==> src/plc_pkg.sv <==
// ----------------------------------------------------------------------------
// plc_pkg: shared types and constants for the curve lookup core
// Field widths, register map codes, reset values and parameter defaults.
// ----------------------------------------------------------------------------
package plc_pkg;

  // Port field widths
  localparam int FIELD_W    = 16;
  localparam int CNT_W      = 4;
  localparam int SLOT_W     = 16;
  localparam int WORD_W     = 64;
  localparam int CFG_ADDR_W = 6;
  localparam int CFG_DATA_W = 64;

  // Parameter defaults
  localparam int MAX_SAMPLES_DEF = 8;
  localparam int VALUE_BITS_DEF  = 16;

  // Reset values of the configuration registers
  localparam logic [FIELD_W-1:0] INPUT_MIN_RST    = 16'h0000;
  localparam logic [FIELD_W-1:0] INPUT_MAX_RST    = 16'h7FFF;
  localparam logic [CNT_W-1:0]   SAMPLE_COUNT_RST = 4'd1;

  // Register index, taken from paddr[5:3]
  typedef enum logic [2:0] {
    REG_INPUT_MIN    = 3'd0,
    REG_INPUT_MAX    = 3'd1,
    REG_SAMPLE_COUNT = 3'd2,
    REG_SAMPLES_LO   = 3'd3,
    REG_SAMPLES_HI   = 3'd4
  } plc_reg_t;

  // Bypass flags carried along with every beat
  typedef struct packed {
    logic invalid;
    logic single;
  } plc_flags_t;

endpackage

==> src/plc_div_cell.sv <==
// ----------------------------------------------------------------------------
// plc_div_cell: one restoring division step
// Tries to subtract the divisor shifted by SHIFT and sets that quotient bit.
// ----------------------------------------------------------------------------
module plc_div_cell #(
  parameter int DW    = 16,
  parameter int QW    = 3,
  parameter int SHIFT = 0,
  parameter int SW    = 2
) (
  input  logic             clk,
  input  logic             rst_n,
  input  logic             en,
  input  logic [DW-1:0]    divisor,
  input  logic             in_valid,
  input  logic [DW+QW-1:0] in_rem,
  input  logic [QW-1:0]    in_quo,
  input  logic [SW-1:0]    in_side,
  output logic             out_valid,
  output logic [DW+QW-1:0] out_rem,
  output logic [QW-1:0]    out_quo,
  output logic [SW-1:0]    out_side
);

  localparam int RW = DW + QW;

  logic          valid_r;
  logic [RW-1:0] rem_r, rem_nxt;
  logic [QW-1:0] quo_r, quo_nxt;
  logic [SW-1:0] side_r;
  logic [RW:0]   trial;
  logic          fits;

  always_comb begin
    trial   = {1'b0, in_rem} - ((RW + 1)'(divisor) << SHIFT);
    fits    = ~trial[RW];
    rem_nxt = fits ? trial[RW-1:0] : in_rem;
    quo_nxt = in_quo;
    quo_nxt[SHIFT] = fits;
  end

  always_ff @(posedge clk) begin
    if (!rst_n) begin
      valid_r <= 1'b0;
    end else if (en) begin
      valid_r <= in_valid;
    end
  end

  always_ff @(posedge clk) begin
    if (en) begin
      rem_r  <= rem_nxt;
      quo_r  <= quo_nxt;
      side_r <= in_side;
    end
  end

  assign out_valid = valid_r;
  assign out_rem   = rem_r;
  assign out_quo   = quo_r;
  assign out_side  = side_r;

endmodule

==> src/plc_div_chain.sv <==
// ----------------------------------------------------------------------------
// plc_div_chain: row of division cells, one quotient bit per cell
// Most significant quotient bit first; sideband rides along unchanged.
// ----------------------------------------------------------------------------
module plc_div_chain #(
  parameter int DW = 16,
  parameter int QW = 3,
  parameter int SW = 2
) (
  input  logic             clk,
  input  logic             rst_n,
  input  logic             en,
  input  logic [DW-1:0]    divisor,
  input  logic             in_valid,
  input  logic [DW+QW-1:0] in_dividend,
  input  logic [SW-1:0]    in_side,
  output logic             out_valid,
  output logic [QW-1:0]    out_quotient,
  output logic [DW+QW-1:0] out_remainder,
  output logic [SW-1:0]    out_side
);

  localparam int RW = DW + QW;

  logic          v_w    [QW+1];
  logic [RW-1:0] r_w    [QW+1];
  logic [QW-1:0] q_w    [QW+1];
  logic [SW-1:0] s_w    [QW+1];

  assign v_w[0] = in_valid;
  assign r_w[0] = in_dividend;
  assign q_w[0] = '0;
  assign s_w[0] = in_side;

  for (genvar k = 0; k < QW; k++) begin : g_cell
    plc_div_cell #(
      .DW    (DW),
      .QW    (QW),
      .SHIFT (QW - 1 - k),
      .SW    (SW)
    ) u_cell (
      .clk       (clk),
      .rst_n     (rst_n),
      .en        (en),
      .divisor   (divisor),
      .in_valid  (v_w[k]),
      .in_rem    (r_w[k]),
      .in_quo    (q_w[k]),
      .in_side   (s_w[k]),
      .out_valid (v_w[k+1]),
      .out_rem   (r_w[k+1]),
      .out_quo   (q_w[k+1]),
      .out_side  (s_w[k+1])
    );
  end

  assign out_valid     = v_w[QW];
  assign out_quotient  = q_w[QW];
  assign out_remainder = r_w[QW];
  assign out_side      = s_w[QW];

endmodule

==> src/piecewise_linear_curve_lookup_core.sv <==
// ----------------------------------------------------------------------------
// piecewise_linear_curve_lookup_core: piecewise linear curve lookup
// Maps each input value through a curve of evenly spaced samples.
// ----------------------------------------------------------------------------
// Usage:
//   Input beats arrive on in_valid/in_value and are taken when in_stall is
//   low. Each beat yields exactly one result beat on out_valid/out_value/
//   out_config_invalid, in order, taken when out_stall is low.
//   Configuration (range ends, sample count, two words of packed samples) is
//   written over the APB-style port at byte address 8*index, 64-bit data,
//   only while no beat is in flight. pready is tied high; reads return the
//   stored register value.
// Timing:
//   One beat per cycle sustained while no stalled result is held. A beat
//   passes the front register, the restoring division cells for the
//   segment index (one bit per cell), the select and product registers,
//   the cells for the interpolation quotient (one bit per cell) and the output register.
// Stall:
//   The whole pipeline moves together; when a result sits in the output
//   register and out_stall is high, every stage holds and in_stall rises.
//   An empty output register never blocks the input.
// Reset:
//   rst_n (synchronous) empties the pipeline and restores register defaults:
//   range 0..32767, one sample, all samples zero.
// ----------------------------------------------------------------------------
module piecewise_linear_curve_lookup_core
  import plc_pkg::*;
#(
  parameter int MAX_SAMPLES = MAX_SAMPLES_DEF,
  parameter int VALUE_BITS  = VALUE_BITS_DEF
) (
  input  logic                  clk,
  input  logic                  rst_n,
  // input channel
  input  logic                  in_valid,
  output logic                  in_stall,
  input  logic [FIELD_W-1:0]    in_value,
  // result channel
  output logic                  out_valid,
  input  logic                  out_stall,
  output logic [FIELD_W-1:0]    out_value,
  output logic                  out_config_invalid,
  // configuration port
  input  logic                  psel,
  input  logic                  penable,
  input  logic                  pwrite,
  input  logic [CFG_ADDR_W-1:0] paddr,
  input  logic [CFG_DATA_W-1:0] pwdata,
  output logic [CFG_DATA_W-1:0] prdata,
  output logic                  pready
);

  localparam int VB  = VALUE_BITS;
  localparam int IW  = $clog2(MAX_SAMPLES);
  localparam int SW1 = $bits(plc_flags_t);
  localparam int SW2 = 1 + VB + SW1;
  localparam logic [CNT_W-1:0] MAX_N = CNT_W'(MAX_SAMPLES);

  // --------------------------------------------------------------------------
  // Configuration registers
  // --------------------------------------------------------------------------
  logic [FIELD_W-1:0] input_min_r;
  logic [FIELD_W-1:0] input_max_r;
  logic [CNT_W-1:0]   sample_count_r;
  logic [WORD_W-1:0]  samples_lo_r;
  logic [WORD_W-1:0]  samples_hi_r;
  plc_reg_t           reg_sel;
  logic               cfg_wr;

  assign pready  = 1'b1;
  assign reg_sel = plc_reg_t'(paddr[5:3]);
  assign cfg_wr  = psel & penable & pwrite & pready;

  always_ff @(posedge clk) begin
    if (!rst_n) begin
      input_min_r    <= INPUT_MIN_RST;
      input_max_r    <= INPUT_MAX_RST;
      sample_count_r <= SAMPLE_COUNT_RST;
      samples_lo_r   <= '0;
      samples_hi_r   <= '0;
    end else if (cfg_wr) begin
      case (reg_sel)
        REG_INPUT_MIN:    input_min_r    <= pwdata[FIELD_W-1:0];
        REG_INPUT_MAX:    input_max_r    <= pwdata[FIELD_W-1:0];
        REG_SAMPLE_COUNT: sample_count_r <= pwdata[CNT_W-1:0];
        REG_SAMPLES_LO:   samples_lo_r   <= pwdata;
        REG_SAMPLES_HI:   samples_hi_r   <= pwdata;
        default: ; // drop writes past the register list
      endcase
    end
  end

  always_comb begin
    case (reg_sel)
      REG_INPUT_MIN:    prdata = CFG_DATA_W'(input_min_r);
      REG_INPUT_MAX:    prdata = CFG_DATA_W'(input_max_r);
      REG_SAMPLE_COUNT: prdata = CFG_DATA_W'(sample_count_r);
      REG_SAMPLES_LO:   prdata = samples_lo_r;
      REG_SAMPLES_HI:   prdata = samples_hi_r;
      default:          prdata = '0;
    endcase
  end

  // --------------------------------------------------------------------------
  // Derived configuration. The user must change config only with the
  // pipeline empty; the block does not enforce it. Every stage reads these live.
  // --------------------------------------------------------------------------
  logic signed [VB-1:0] lo, hi;
  logic signed [VB:0]   rng_full;
  logic [VB-1:0]        rng;
  logic [CNT_W-1:0]     n_sel, segs_full;
  logic [IW-1:0]        segs;
  plc_flags_t           flags_now;
  logic signed [VB-1:0] smp [MAX_SAMPLES];

  for (genvar k = 0; k < MAX_SAMPLES; k++) begin : g_smp
    localparam int LSB = (k % 4) * SLOT_W;
    if (k < 4) begin : g_lo
      assign smp[k] = samples_lo_r[LSB +: VB];
    end else begin : g_hi
      assign smp[k] = samples_hi_r[LSB +: VB];
    end
  end

  always_comb begin
    lo       = input_min_r[VB-1:0];
    hi       = input_max_r[VB-1:0];
    rng_full = (VB + 1)'(hi) - (VB + 1)'(lo);
    rng      = rng_full[VB-1:0];
    // zero counts as one sample, counts past the table saturate
    if (sample_count_r == '0) begin
      n_sel = CNT_W'(1);
    end else if (sample_count_r > MAX_N) begin
      n_sel = MAX_N;
    end else begin
      n_sel = sample_count_r;
    end
    segs_full         = n_sel - CNT_W'(1);
    segs              = segs_full[IW-1:0];
    flags_now.invalid = (hi <= lo);
    flags_now.single  = (n_sel == CNT_W'(1));
  end

  // --------------------------------------------------------------------------
  // Pipeline advance: every stage moves unless a result is held at the output
  // --------------------------------------------------------------------------
  logic adv;
  logic out_valid_r;

  assign adv      = ~out_valid_r | ~out_stall;
  assign in_stall = ~adv;

  // --------------------------------------------------------------------------
  // Front stage: clamp, offset from the range start, scale by segment count
  // --------------------------------------------------------------------------
  logic signed [VB-1:0] v_in, v_clamp;
  logic signed [VB:0]   off_full;
  logic [VB+IW-1:0]     scaled_nxt, scaled_r;
  logic                 fr_valid_r;
  plc_flags_t           fr_flags_r;

  always_comb begin
    v_in    = in_value[VB-1:0];
    v_clamp = v_in;
    if (v_in < lo) begin
      v_clamp = lo;
    end
    if (v_in > hi) begin
      v_clamp = hi;
    end
    off_full   = (VB + 1)'(v_clamp) - (VB + 1)'(lo);
    scaled_nxt = (VB + IW)'(off_full[VB-1:0]) * (VB + IW)'(segs);
  end

  always_ff @(posedge clk) begin
    if (!rst_n) begin
      fr_valid_r <= 1'b0;
    end else if (adv) begin
      fr_valid_r <= in_valid;
    end
  end

  always_ff @(posedge clk) begin
    if (adv) begin
      scaled_r   <= scaled_nxt;
      fr_flags_r <= flags_now;
    end
  end

  // --------------------------------------------------------------------------
  // Segment index and remainder: scaled / range, one bit per cell
  // --------------------------------------------------------------------------
  logic             d1_valid;
  logic [IW-1:0]    d1_quo;
  logic [VB+IW-1:0] d1_rem;
  logic [SW1-1:0]   d1_side;

  plc_div_chain #(
    .DW (VB),
    .QW (IW),
    .SW (SW1)
  ) u_idx_div (
    .clk           (clk),
    .rst_n         (rst_n),
    .en            (adv),
    .divisor       (rng),
    .in_valid      (fr_valid_r),
    .in_dividend   (scaled_r),
    .in_side       (fr_flags_r),
    .out_valid     (d1_valid),
    .out_quotient  (d1_quo),
    .out_remainder (d1_rem),
    .out_side      (d1_side)
  );

  // --------------------------------------------------------------------------
  // Segment select: limit the index to the last segment (input at maximum
  // then lands exactly on the last sample), fetch both end samples
  // --------------------------------------------------------------------------
  logic [IW-1:0]        idx, idx_p1;
  logic [VB-1:0]        seg_rem;
  logic signed [VB-1:0] left, right;
  logic signed [VB:0]   diff, diff_abs;

  logic                 fx_valid_r;
  logic [VB-1:0]        fx_mag_r, fx_rem_r;
  logic                 fx_neg_r;
  logic signed [VB-1:0] fx_left_r;
  plc_flags_t           fx_flags_r;

  always_comb begin
    if (d1_quo >= segs) begin
      idx     = segs - IW'(1);
      seg_rem = rng;
    end else begin
      idx     = d1_quo;
      seg_rem = d1_rem[VB-1:0];
    end
    idx_p1   = idx + IW'(1);
    left     = smp[idx];
    right    = smp[idx_p1];
    diff     = (VB + 1)'(right) - (VB + 1)'(left);
    diff_abs = diff[VB] ? -diff : diff;
  end

  always_ff @(posedge clk) begin
    if (!rst_n) begin
      fx_valid_r <= 1'b0;
    end else if (adv) begin
      fx_valid_r <= d1_valid;
    end
  end

  always_ff @(posedge clk) begin
    if (adv) begin
      fx_mag_r   <= diff_abs[VB-1:0];
      fx_neg_r   <= diff[VB];
      fx_rem_r   <= seg_rem;
      fx_left_r  <= left;
      fx_flags_r <= d1_side;
    end
  end

  // --------------------------------------------------------------------------
  // Product of the sample step magnitude and the position in the segment
  // --------------------------------------------------------------------------
  logic                 ml_valid_r;
  logic [2*VB-1:0]      ml_prod_r;
  logic [SW2-1:0]       ml_side_r;

  always_ff @(posedge clk) begin
    if (!rst_n) begin
      ml_valid_r <= 1'b0;
    end else if (adv) begin
      ml_valid_r <= fx_valid_r;
    end
  end

  always_ff @(posedge clk) begin
    if (adv) begin
      ml_prod_r <= (2 * VB)'(fx_mag_r) * (2 * VB)'(fx_rem_r);
      ml_side_r <= {fx_neg_r, fx_left_r, fx_flags_r};
    end
  end

  // --------------------------------------------------------------------------
  // Interpolation quotient: |step * position| / range, one bit per cell
  // --------------------------------------------------------------------------
  logic            d2_valid;
  logic [VB-1:0]   d2_quo;
  logic [2*VB-1:0] d2_rem;
  logic [SW2-1:0]  d2_side;

  plc_div_chain #(
    .DW (VB),
    .QW (VB),
    .SW (SW2)
  ) u_frac_div (
    .clk           (clk),
    .rst_n         (rst_n),
    .en            (adv),
    .divisor       (rng),
    .in_valid      (ml_valid_r),
    .in_dividend   (ml_prod_r),
    .in_side       (ml_side_r),
    .out_valid     (d2_valid),
    .out_quotient  (d2_quo),
    .out_remainder (d2_rem),
    .out_side      (d2_side)
  );

  // --------------------------------------------------------------------------
  // Output stage: floor for falling segments, add left sample, bypass cases
  // --------------------------------------------------------------------------
  logic                 o_neg;
  logic signed [VB-1:0] o_left;
  plc_flags_t           o_flags;
  logic signed [VB+1:0] q_ext, q_floor, res_full;
  logic signed [VB-1:0] res;
  logic [FIELD_W-1:0]   out_value_r, out_value_nxt;
  logic                 out_invalid_r;

  always_comb begin
    {o_neg, o_left, o_flags} = d2_side;
    q_ext = (VB + 2)'(d2_quo);
    // negative step: floor rounds away from zero when anything is left over
    if (o_neg) begin
      q_floor = -(q_ext + (VB + 2)'(|d2_rem));
    end else begin
      q_floor = q_ext;
    end
    res_full = (VB + 2)'(o_left) + q_floor;
    res      = res_full[VB-1:0];
    if (o_flags.invalid) begin
      out_value_nxt = '0;
    end else if (o_flags.single) begin
      out_value_nxt = FIELD_W'(smp[0]);
    end else begin
      out_value_nxt = FIELD_W'(res);
    end
  end

  always_ff @(posedge clk) begin
    if (!rst_n) begin
      out_valid_r <= 1'b0;
    end else if (adv) begin
      out_valid_r <= d2_valid;
    end
  end

  always_ff @(posedge clk) begin
    if (adv) begin
      out_value_r   <= out_value_nxt;
      out_invalid_r <= o_flags.invalid;
    end
  end

  assign out_valid          = out_valid_r;
  assign out_value          = out_value_r;
  assign out_config_invalid = out_invalid_r;

endmodule

==> config.mk <==
export PLATFORM = sky130hd
export DESIGN_NAME = piecewise_linear_curve_lookup_core
export DESIGN_NICKNAME = d
export VERILOG_FILES = /design/src/plc_pkg.sv /design/src/plc_div_cell.sv /design/src/plc_div_chain.sv /design/src/piecewise_linear_curve_lookup_core.sv
export SDC_FILE = /design/constraint.sdc
export NUM_CORES = 2
export LEC_CHECK = 0
export ABC_CLOCK_PERIOD_IN_PS = 43100
export BUFFER_PORTS_ARGS = -buffer_cell sky130_fd_sc_hd__buf_2
export CAP_MARGIN = 20
export CORE_MARGIN = 2
export CORE_UTILIZATION = 58
export CTS_BUF_LIST = sky130_fd_sc_hd__clkbuf_16
export DETAILED_ROUTE_END_ITERATION = 16
export GPL_TIMING_DRIVEN = 0
export HOLD_SLACK_MARGIN = 0.08
export PLACE_DENSITY = 0.78
export SYNTH_ARGS = -nofsm -noshare
export SYNTH_HDL_FRONTEND = slang
export SYNTH_SLANG_ARGS = --single-unit
==> constraint.sdc <==
create_clock -name clk -period 43.1 [get_ports clk]
set_input_delay 8.62 -clock clk [delete_from_list [all_inputs] [get_ports clk]]
set_output_delay 8.62 -clock clk [all_outputs]
set_load 0.02 [all_outputs]
### After elaboration in Yosys (flattened, before gate mapping)

Index checks and enable logic that the tools add are counted.

| operators by class | value |
|---|---|
| add/subtract/negate cells | 29 |
| multipliers | 2 |
| order comparisons | 7 |
| equal/unequal tests | 5 |
| mux-type cells | 35 |
| bitwise operators | 27 |
| reduce and logical (&&, ||, !) cells | 8 |

Operators by type and width:

| operator | number |
|---|---|
| 32-bit 2-to-1 mux | 16 |
| 64-bit case mux with 5 select lines | 1 |
| 16-bit 2-to-1 mux | 11 |
| 16-bit binary-select mux with 3-bit select | 2 |
| 19-bit 2-to-1 mux | 2 |
| 32-bit by 16-bit subtractor with 33-bit output | 1 |
| 32-bit by 17-bit subtractor with 33-bit output | 1 |
| 32-bit by 18-bit subtractor with 33-bit output | 1 |
| 32-bit by 19-bit subtractor with 33-bit output | 1 |
| 32-bit by 20-bit subtractor with 33-bit output | 1 |
| 32-bit by 21-bit subtractor with 33-bit output | 1 |
| 32-bit by 22-bit subtractor with 33-bit output | 1 |
| 32-bit by 23-bit subtractor with 33-bit output | 1 |
| 32-bit by 24-bit subtractor with 33-bit output | 1 |
| 32-bit by 25-bit subtractor with 33-bit output | 1 |
| 32-bit by 26-bit subtractor with 33-bit output | 1 |
| 32-bit by 27-bit subtractor with 33-bit output | 1 |
| 32-bit by 28-bit subtractor with 33-bit output | 1 |
| 32-bit by 29-bit subtractor with 33-bit output | 1 |
| 32-bit by 30-bit subtractor with 33-bit output | 1 |
| 32-bit by 31-bit subtractor with 33-bit output | 1 |
| 16-bit by 16-bit multiplier with 32-bit output | 1 |
| 16-bit negator | 2 |
| 32-bit OR reduction | 1 |
| other kinds (29) | 61 |

| word-level totals | value |
|---|---|
| flip-flop bits (word level) | 1345 |
| bits of input ports | 93 |
| output and inout port bits | 84 |
| logic and storage cells | 211 |

### Longest topological paths before layout

| depth | value |
|---|---|
| depth in word-level cells | 14 |
| depth in mapped cells | 35 |
| gate-level depth less buffers | 32 |

### Cells and area by module

From an unflattened synthesis, not the netlist that was laid out.

| unflattened totals | value |
|---|---|
| cell total of the unflattened synthesis | 8138 |
| area total of the unflattened synthesis | 88268.4 µm² |

By module, submodules not included:

| module | times used | cells each | area an instance (µm²) | sequential area each (µm²) |
|---|---|---|---|---|
| piecewise_linear_curve_lookup_core | 1 | 3271 | 28768.8 | 7567.3 |
| plc_div_cell at u_frac_div.g_cell[13].u_cell | 1 | 298 | 3589.7 | 2031.9 |
| plc_div_cell at u_frac_div.g_cell[14].u_cell | 1 | 298 | 3490.8 | 2031.9 |
| plc_div_cell at u_frac_div.g_cell[11].u_cell | 1 | 286 | 3452.1 | 2031.9 |
| plc_div_cell at u_frac_div.g_cell[15].u_cell | 1 | 278 | 3433.3 | 2031.9 |
| plc_div_cell at u_frac_div.g_cell[12].u_cell | 1 | 278 | 3392.0 | 2031.9 |
| plc_div_cell at u_frac_div.g_cell[3].u_cell | 1 | 254 | 3384.5 | 2031.9 |
| plc_div_cell at u_frac_div.g_cell[9].u_cell | 1 | 274 | 3374.5 | 2031.9 |
| plc_div_cell at u_frac_div.g_cell[7].u_cell | 1 | 275 | 3372.0 | 2031.9 |
| plc_div_cell at u_frac_div.g_cell[10].u_cell | 1 | 272 | 3352.0 | 2031.9 |
| plc_div_cell at u_frac_div.g_cell[6].u_cell | 1 | 270 | 3347.0 | 2031.9 |
| plc_div_cell at u_frac_div.g_cell[5].u_cell | 1 | 260 | 3339.5 | 2031.9 |
| plc_div_cell at u_frac_div.g_cell[8].u_cell | 1 | 277 | 3329.4 | 2031.9 |
| plc_div_cell at u_frac_div.g_cell[0].u_cell | 1 | 230 | 3285.7 | 2031.9 |
| 7 more rows | - | - | - | - |

### Worst setup path after synthesis

OpenSTA, ideal clock, no wires.

| path | value |
|---|---|
| path type | input port to flip-flop |
| from | in out_stall |
| to | reg fr_flags_r[0] (netlist name) (enable) |
| setup time | 1.971 ns |
| data arrival time | 39.955 ns |
| data required time | 41.129 ns |
| slack | 1.174 ns |
| cell stages on the path | 2 |
| cell sequence | nand2_1 -> buf_1 |

| between the ends | value |
|---|---|
| longest elaborated chain between the ends | 2 |

RTL lines:

| element | line | source |
|---|---|---|
| from (decl) | piecewise_linear_curve_lookup_core.sv:40 | `input logic out_stall,` |
| 1-bit NOT | piecewise_linear_curve_lookup_core.sv:150 | `assign adv = ~out_valid_r \| ~out_stall;` |
| 1-bit OR | piecewise_linear_curve_lookup_core.sv:150 |  |
| to (signal assigned) | piecewise_linear_curve_lookup_core.sv:186 | `fr_flags_r <= flags_now;` |
| to (decl) | piecewise_linear_curve_lookup_core.sv:160 | `plc_flags_t fr_flags_r;` |

Every way passes these cells.
A chain may end at the register's enable or synchronous reset.

### Worst setup path in the final report

| path | value |
|---|---|
| from | in paddr[4] |
| to | out prdata[48] |

| between the ends | value |
|---|---|
| longest elaborated chain between the ends | 2 |

RTL lines:

| element | line | source |
|---|---|---|
| from (decl) | piecewise_linear_curve_lookup_core.sv:47 | `input logic [CFG_ADDR_W-1:0] paddr,` |
| 3-bit == test (tied with other cells) | piecewise_linear_curve_lookup_core.sv:94 | `case (reg_sel)` |
| 64-bit case mux with 5 select lines * | piecewise_linear_curve_lookup_core.sv:94 |  |
| to (decl) | piecewise_linear_curve_lookup_core.sv:49 | `output logic [CFG_DATA_W-1:0] prdata,` |

Mark *: on every way between the ends. The rest lies on a longest branch, timed or not.

==> results_dict.tcl <==
set metrics [dict create \
    grt_pass1_vias 55300 \
    status "completed" \
    grt_use_met2 0.459 \
    first_pass_iters 5 \
    hp-class "flip-flop to flip-flop" \
    fin_nets 8338 \
    skew_ns 0.0552 \
    ys_warn_count 0 \
    synth_mux_area_frac 0.0349 \
    cts_num_sinks 1345 \
    cts-resized-gates 0 \
    wl_per_cell_um 21.3 \
    relSlewSlack 0.257 \
    dieArea_mm2 0.139 \
    io_pins 177 \
    worstMarginPinSlew_ns 1.10 \
    synth_largest_area_cell "edfxtp_1" \
    grt_pass1_wl_um 308000 \
    grt_use_total 0.283 \
    grt.busiest_layer "met2" \
    clock_path_buffers 3 \
    gp_congestion 0.991 \
    cpLargestDelayFamily "buffers and inverters" \
    fin_tns_setup_ns 0 \
    core_area_mm2 0.135 \
    synth_cells 7103 \
    synth-seq-cells 1345 \
    synth.area.top_cells "edfxtp_1, ha_1, fa_1" \
    synth_common_cells "edfxtp_1, nand2_1, ha_1" \
    io_buffers 170 \
    drc_errors 0 \
    rows 135 \
    synth_xor_area_frac 0.0504 \
    setup_viol 0 \
    path_cells "buf_2 -> nor2_1 -> and2_1 -> clkbuf_1 -> clkbuf_1 -> a22o_1 -> buf_2" \
    critPathKind "primary input to output pin" \
    drtIter0Drc 5461 \
    synth_top_family_by_area "adder cells" \
    synth_compound_area_frac 0.122 \
    yosys.area.top_type_share 0.441 \
    grt_max_degree 48 \
    post_cts_buffers 0 \
    startpoint_type "primary input" \
    routed_wl_um 200000 \
    synthArstFlopShare 0 \
    drv_cap 0 \
    fillers 10000 \
    required_ns 34.48 \
    met1_usage 0.366 \
    worstSkewPairLatency_ns 0.79 \
    cts.clk_slew.worst_paths_ns 0.06 \
    clockRootBuffer "clkbuf_16" \
    synth_nets 7971 \
    synthToLayoutAreaGrowth_pct 11.5 \
    h-tree-depth 4 \
    maxSlewViolCount 0 \
    dieWidth_um 373 \
    period_needed_ns 19.54 \
    die_height_um 373 \
    synth.most_common_cell "edfxtp_1" \
    holdWs_ns 0.382 \
    viasPerCell 6.04 \
    hpwl_um 149000 \
    critical_path_arrival_ns 10.92 \
    syn_area_mm2 0.0789 \
    postRouteAntennaNets 0 \
    holdBufCountCts 0 \
    fmax_mhz 51.2 \
    place_area_mm2 0.0832 \
    synth_ff_type "edfxtp_1" \
    finalInstanceArea_mm2 0.0880 \
    synth_cell_type_count 102 \
    post-route-period-util 0.453 \
    cpPeakStageDelay_ns 0.49 \
    rsz0062_at_grt "no" \
    cts_inserted_buffers 141 \
    overflow 0 \
    cts_tree "built" \
    gr-usage-met3 0.0502 \
    num_vias 56600 \
    synth_area_per_cell_um2 11.1 \
    final_util 0.651 \
    synth_simple_gate_area_frac 0.126 \
    drive_gt1_frac 0.0941 \
    finalHoldViolations 0 \
    end_kind "output pin" \
    initial_core_util 0.583 \
    antenna_found_initial 18 \
    ys_seq_area_frac 0.488 \
    critPathSlowestCell "clkbuf_1" \
    crit_fanout 10 \
    crit_buf_inv 4 \
    synth_fa_ha_area_frac 0.145 \
    synth_edf_count 1158 \
]
==> worst paths after layout <==
path	start	to	slack, ns	depth (start not counted)
max	paddr[4]	prdata[48]	23.56	7
min	u_frac_div.g_cell[0].u_cell.out_rem[13]$_DFFE_PN_	u_frac_div.g_cell[1].u_cell.out_rem[13]$_DFFE_PN_	0.38	0
max reg2reg	sample_count_r[2]$_SDFFE_PN0P_	fx_mag_r[14]$_DFFE_PN_	33.80	31
min reg2reg	u_frac_div.g_cell[0].u_cell.out_rem[13]$_DFFE_PN_	u_frac_div.g_cell[1].u_cell.out_rem[13]$_DFFE_PN_	0.38	0
==> layout by cell type, fill, tap and decap left out, types with 142 or more instances in the layout <==
master,count
inv_1,481
a21oi_1,358
clkbuf_1,170
o21ai_0,312
a21boi_0,181
edfxtp_1,1158
nand2_1,1003
clkbuf_16,142
xor2_1,177
fa_1,232
buf_2,201
xnor2_1,264
ha_1,543
nor2_1,404
dfxtp_1,187
==> worst register-to-register path: cells and delay by family, from the launching register on <==
family	cells	cell delay (ns)
adder cells (fa/ha/maj)	4	1.21
multiplexers	3	0.94
flip-flops	1	0.40
XOR/XNOR	3	0.64
buffers and inverters	9	3.00
AO/OA/AOI/OAI	3	0.85
AND/OR/NAND/NOR	9	1.99
==> area by class of cell <==
cell class,instances,area [µm²],area share
antenna,2,5.00,0.0000568
buffer,214,881,0.0100
clock buffer,142,3550,0.0404
clock inverter,116,1230,0.0140
inverter,467,1750,0.0199
multi-input combinational,5077,38000,0.431
sequential,1345,38500,0.437
tap,1781,2230,0.0253
timing repair buffer,224,1890,0.0215
==> registers in the layout (all words and copies together) (netlist names), 6 cells and up <==
signal and flops:
fx_mag_r 16, scaled_r 19, u_frac_div.g_cell.u_cell.out_valid 16, u_frac_div.g_cell.u_cell.out_quo 136, u_idx_div.g_cell.u_cell.out_side 6, samples_hi_r 64, ml_prod_r 32, samples_lo_r 64
u_idx_div.g_cell.u_cell.out_quo 6, u_frac_div.g_cell.u_cell.out_rem 512, out_value 16, fx_rem_r 16, hi 16, u_idx_div.g_cell.u_cell.out_rem 54, ml_side_r 19, input_min_r 16
fx_left_r 16, u_frac_div.g_cell.u_cell.out_side 304
==> metrics by stage <==
stage          instances  worst slack (ns)
6_report            9368             23.56
5_1_grt             9368             23.46
4_1_cts             9365             23.64
3_5_place_dp        9107             23.64
3_3_place_gp        9054             -9.22
2_1_floorplan       7103              1.17
==> logic make-up after synthesis <==
group                    after synthesis
AO/OA/AOI/OAI                       1463
XOR/XNOR                             454
adder cells (fa/ha/maj)              775
buffers and inverters                681
flip-flops                          1345
multiplexers                         216
other                                  1
AND/OR/NAND/NOR                     2168
==> per-layer routing <==
| metal | wire length (µm) | part of all wire |
|---|---|---|
| met1 | 80200 | 0.40 |
| met2 | 93700 | 0.47 |
| met5 | 158 | 0.00079 |
| met4 | 10600 | 0.053 |
| met3 | 14900 | 0.075 |
Power is not shown: default switching activity piles up to over one toggle a cycle in this logic, so the estimate is an artifact.
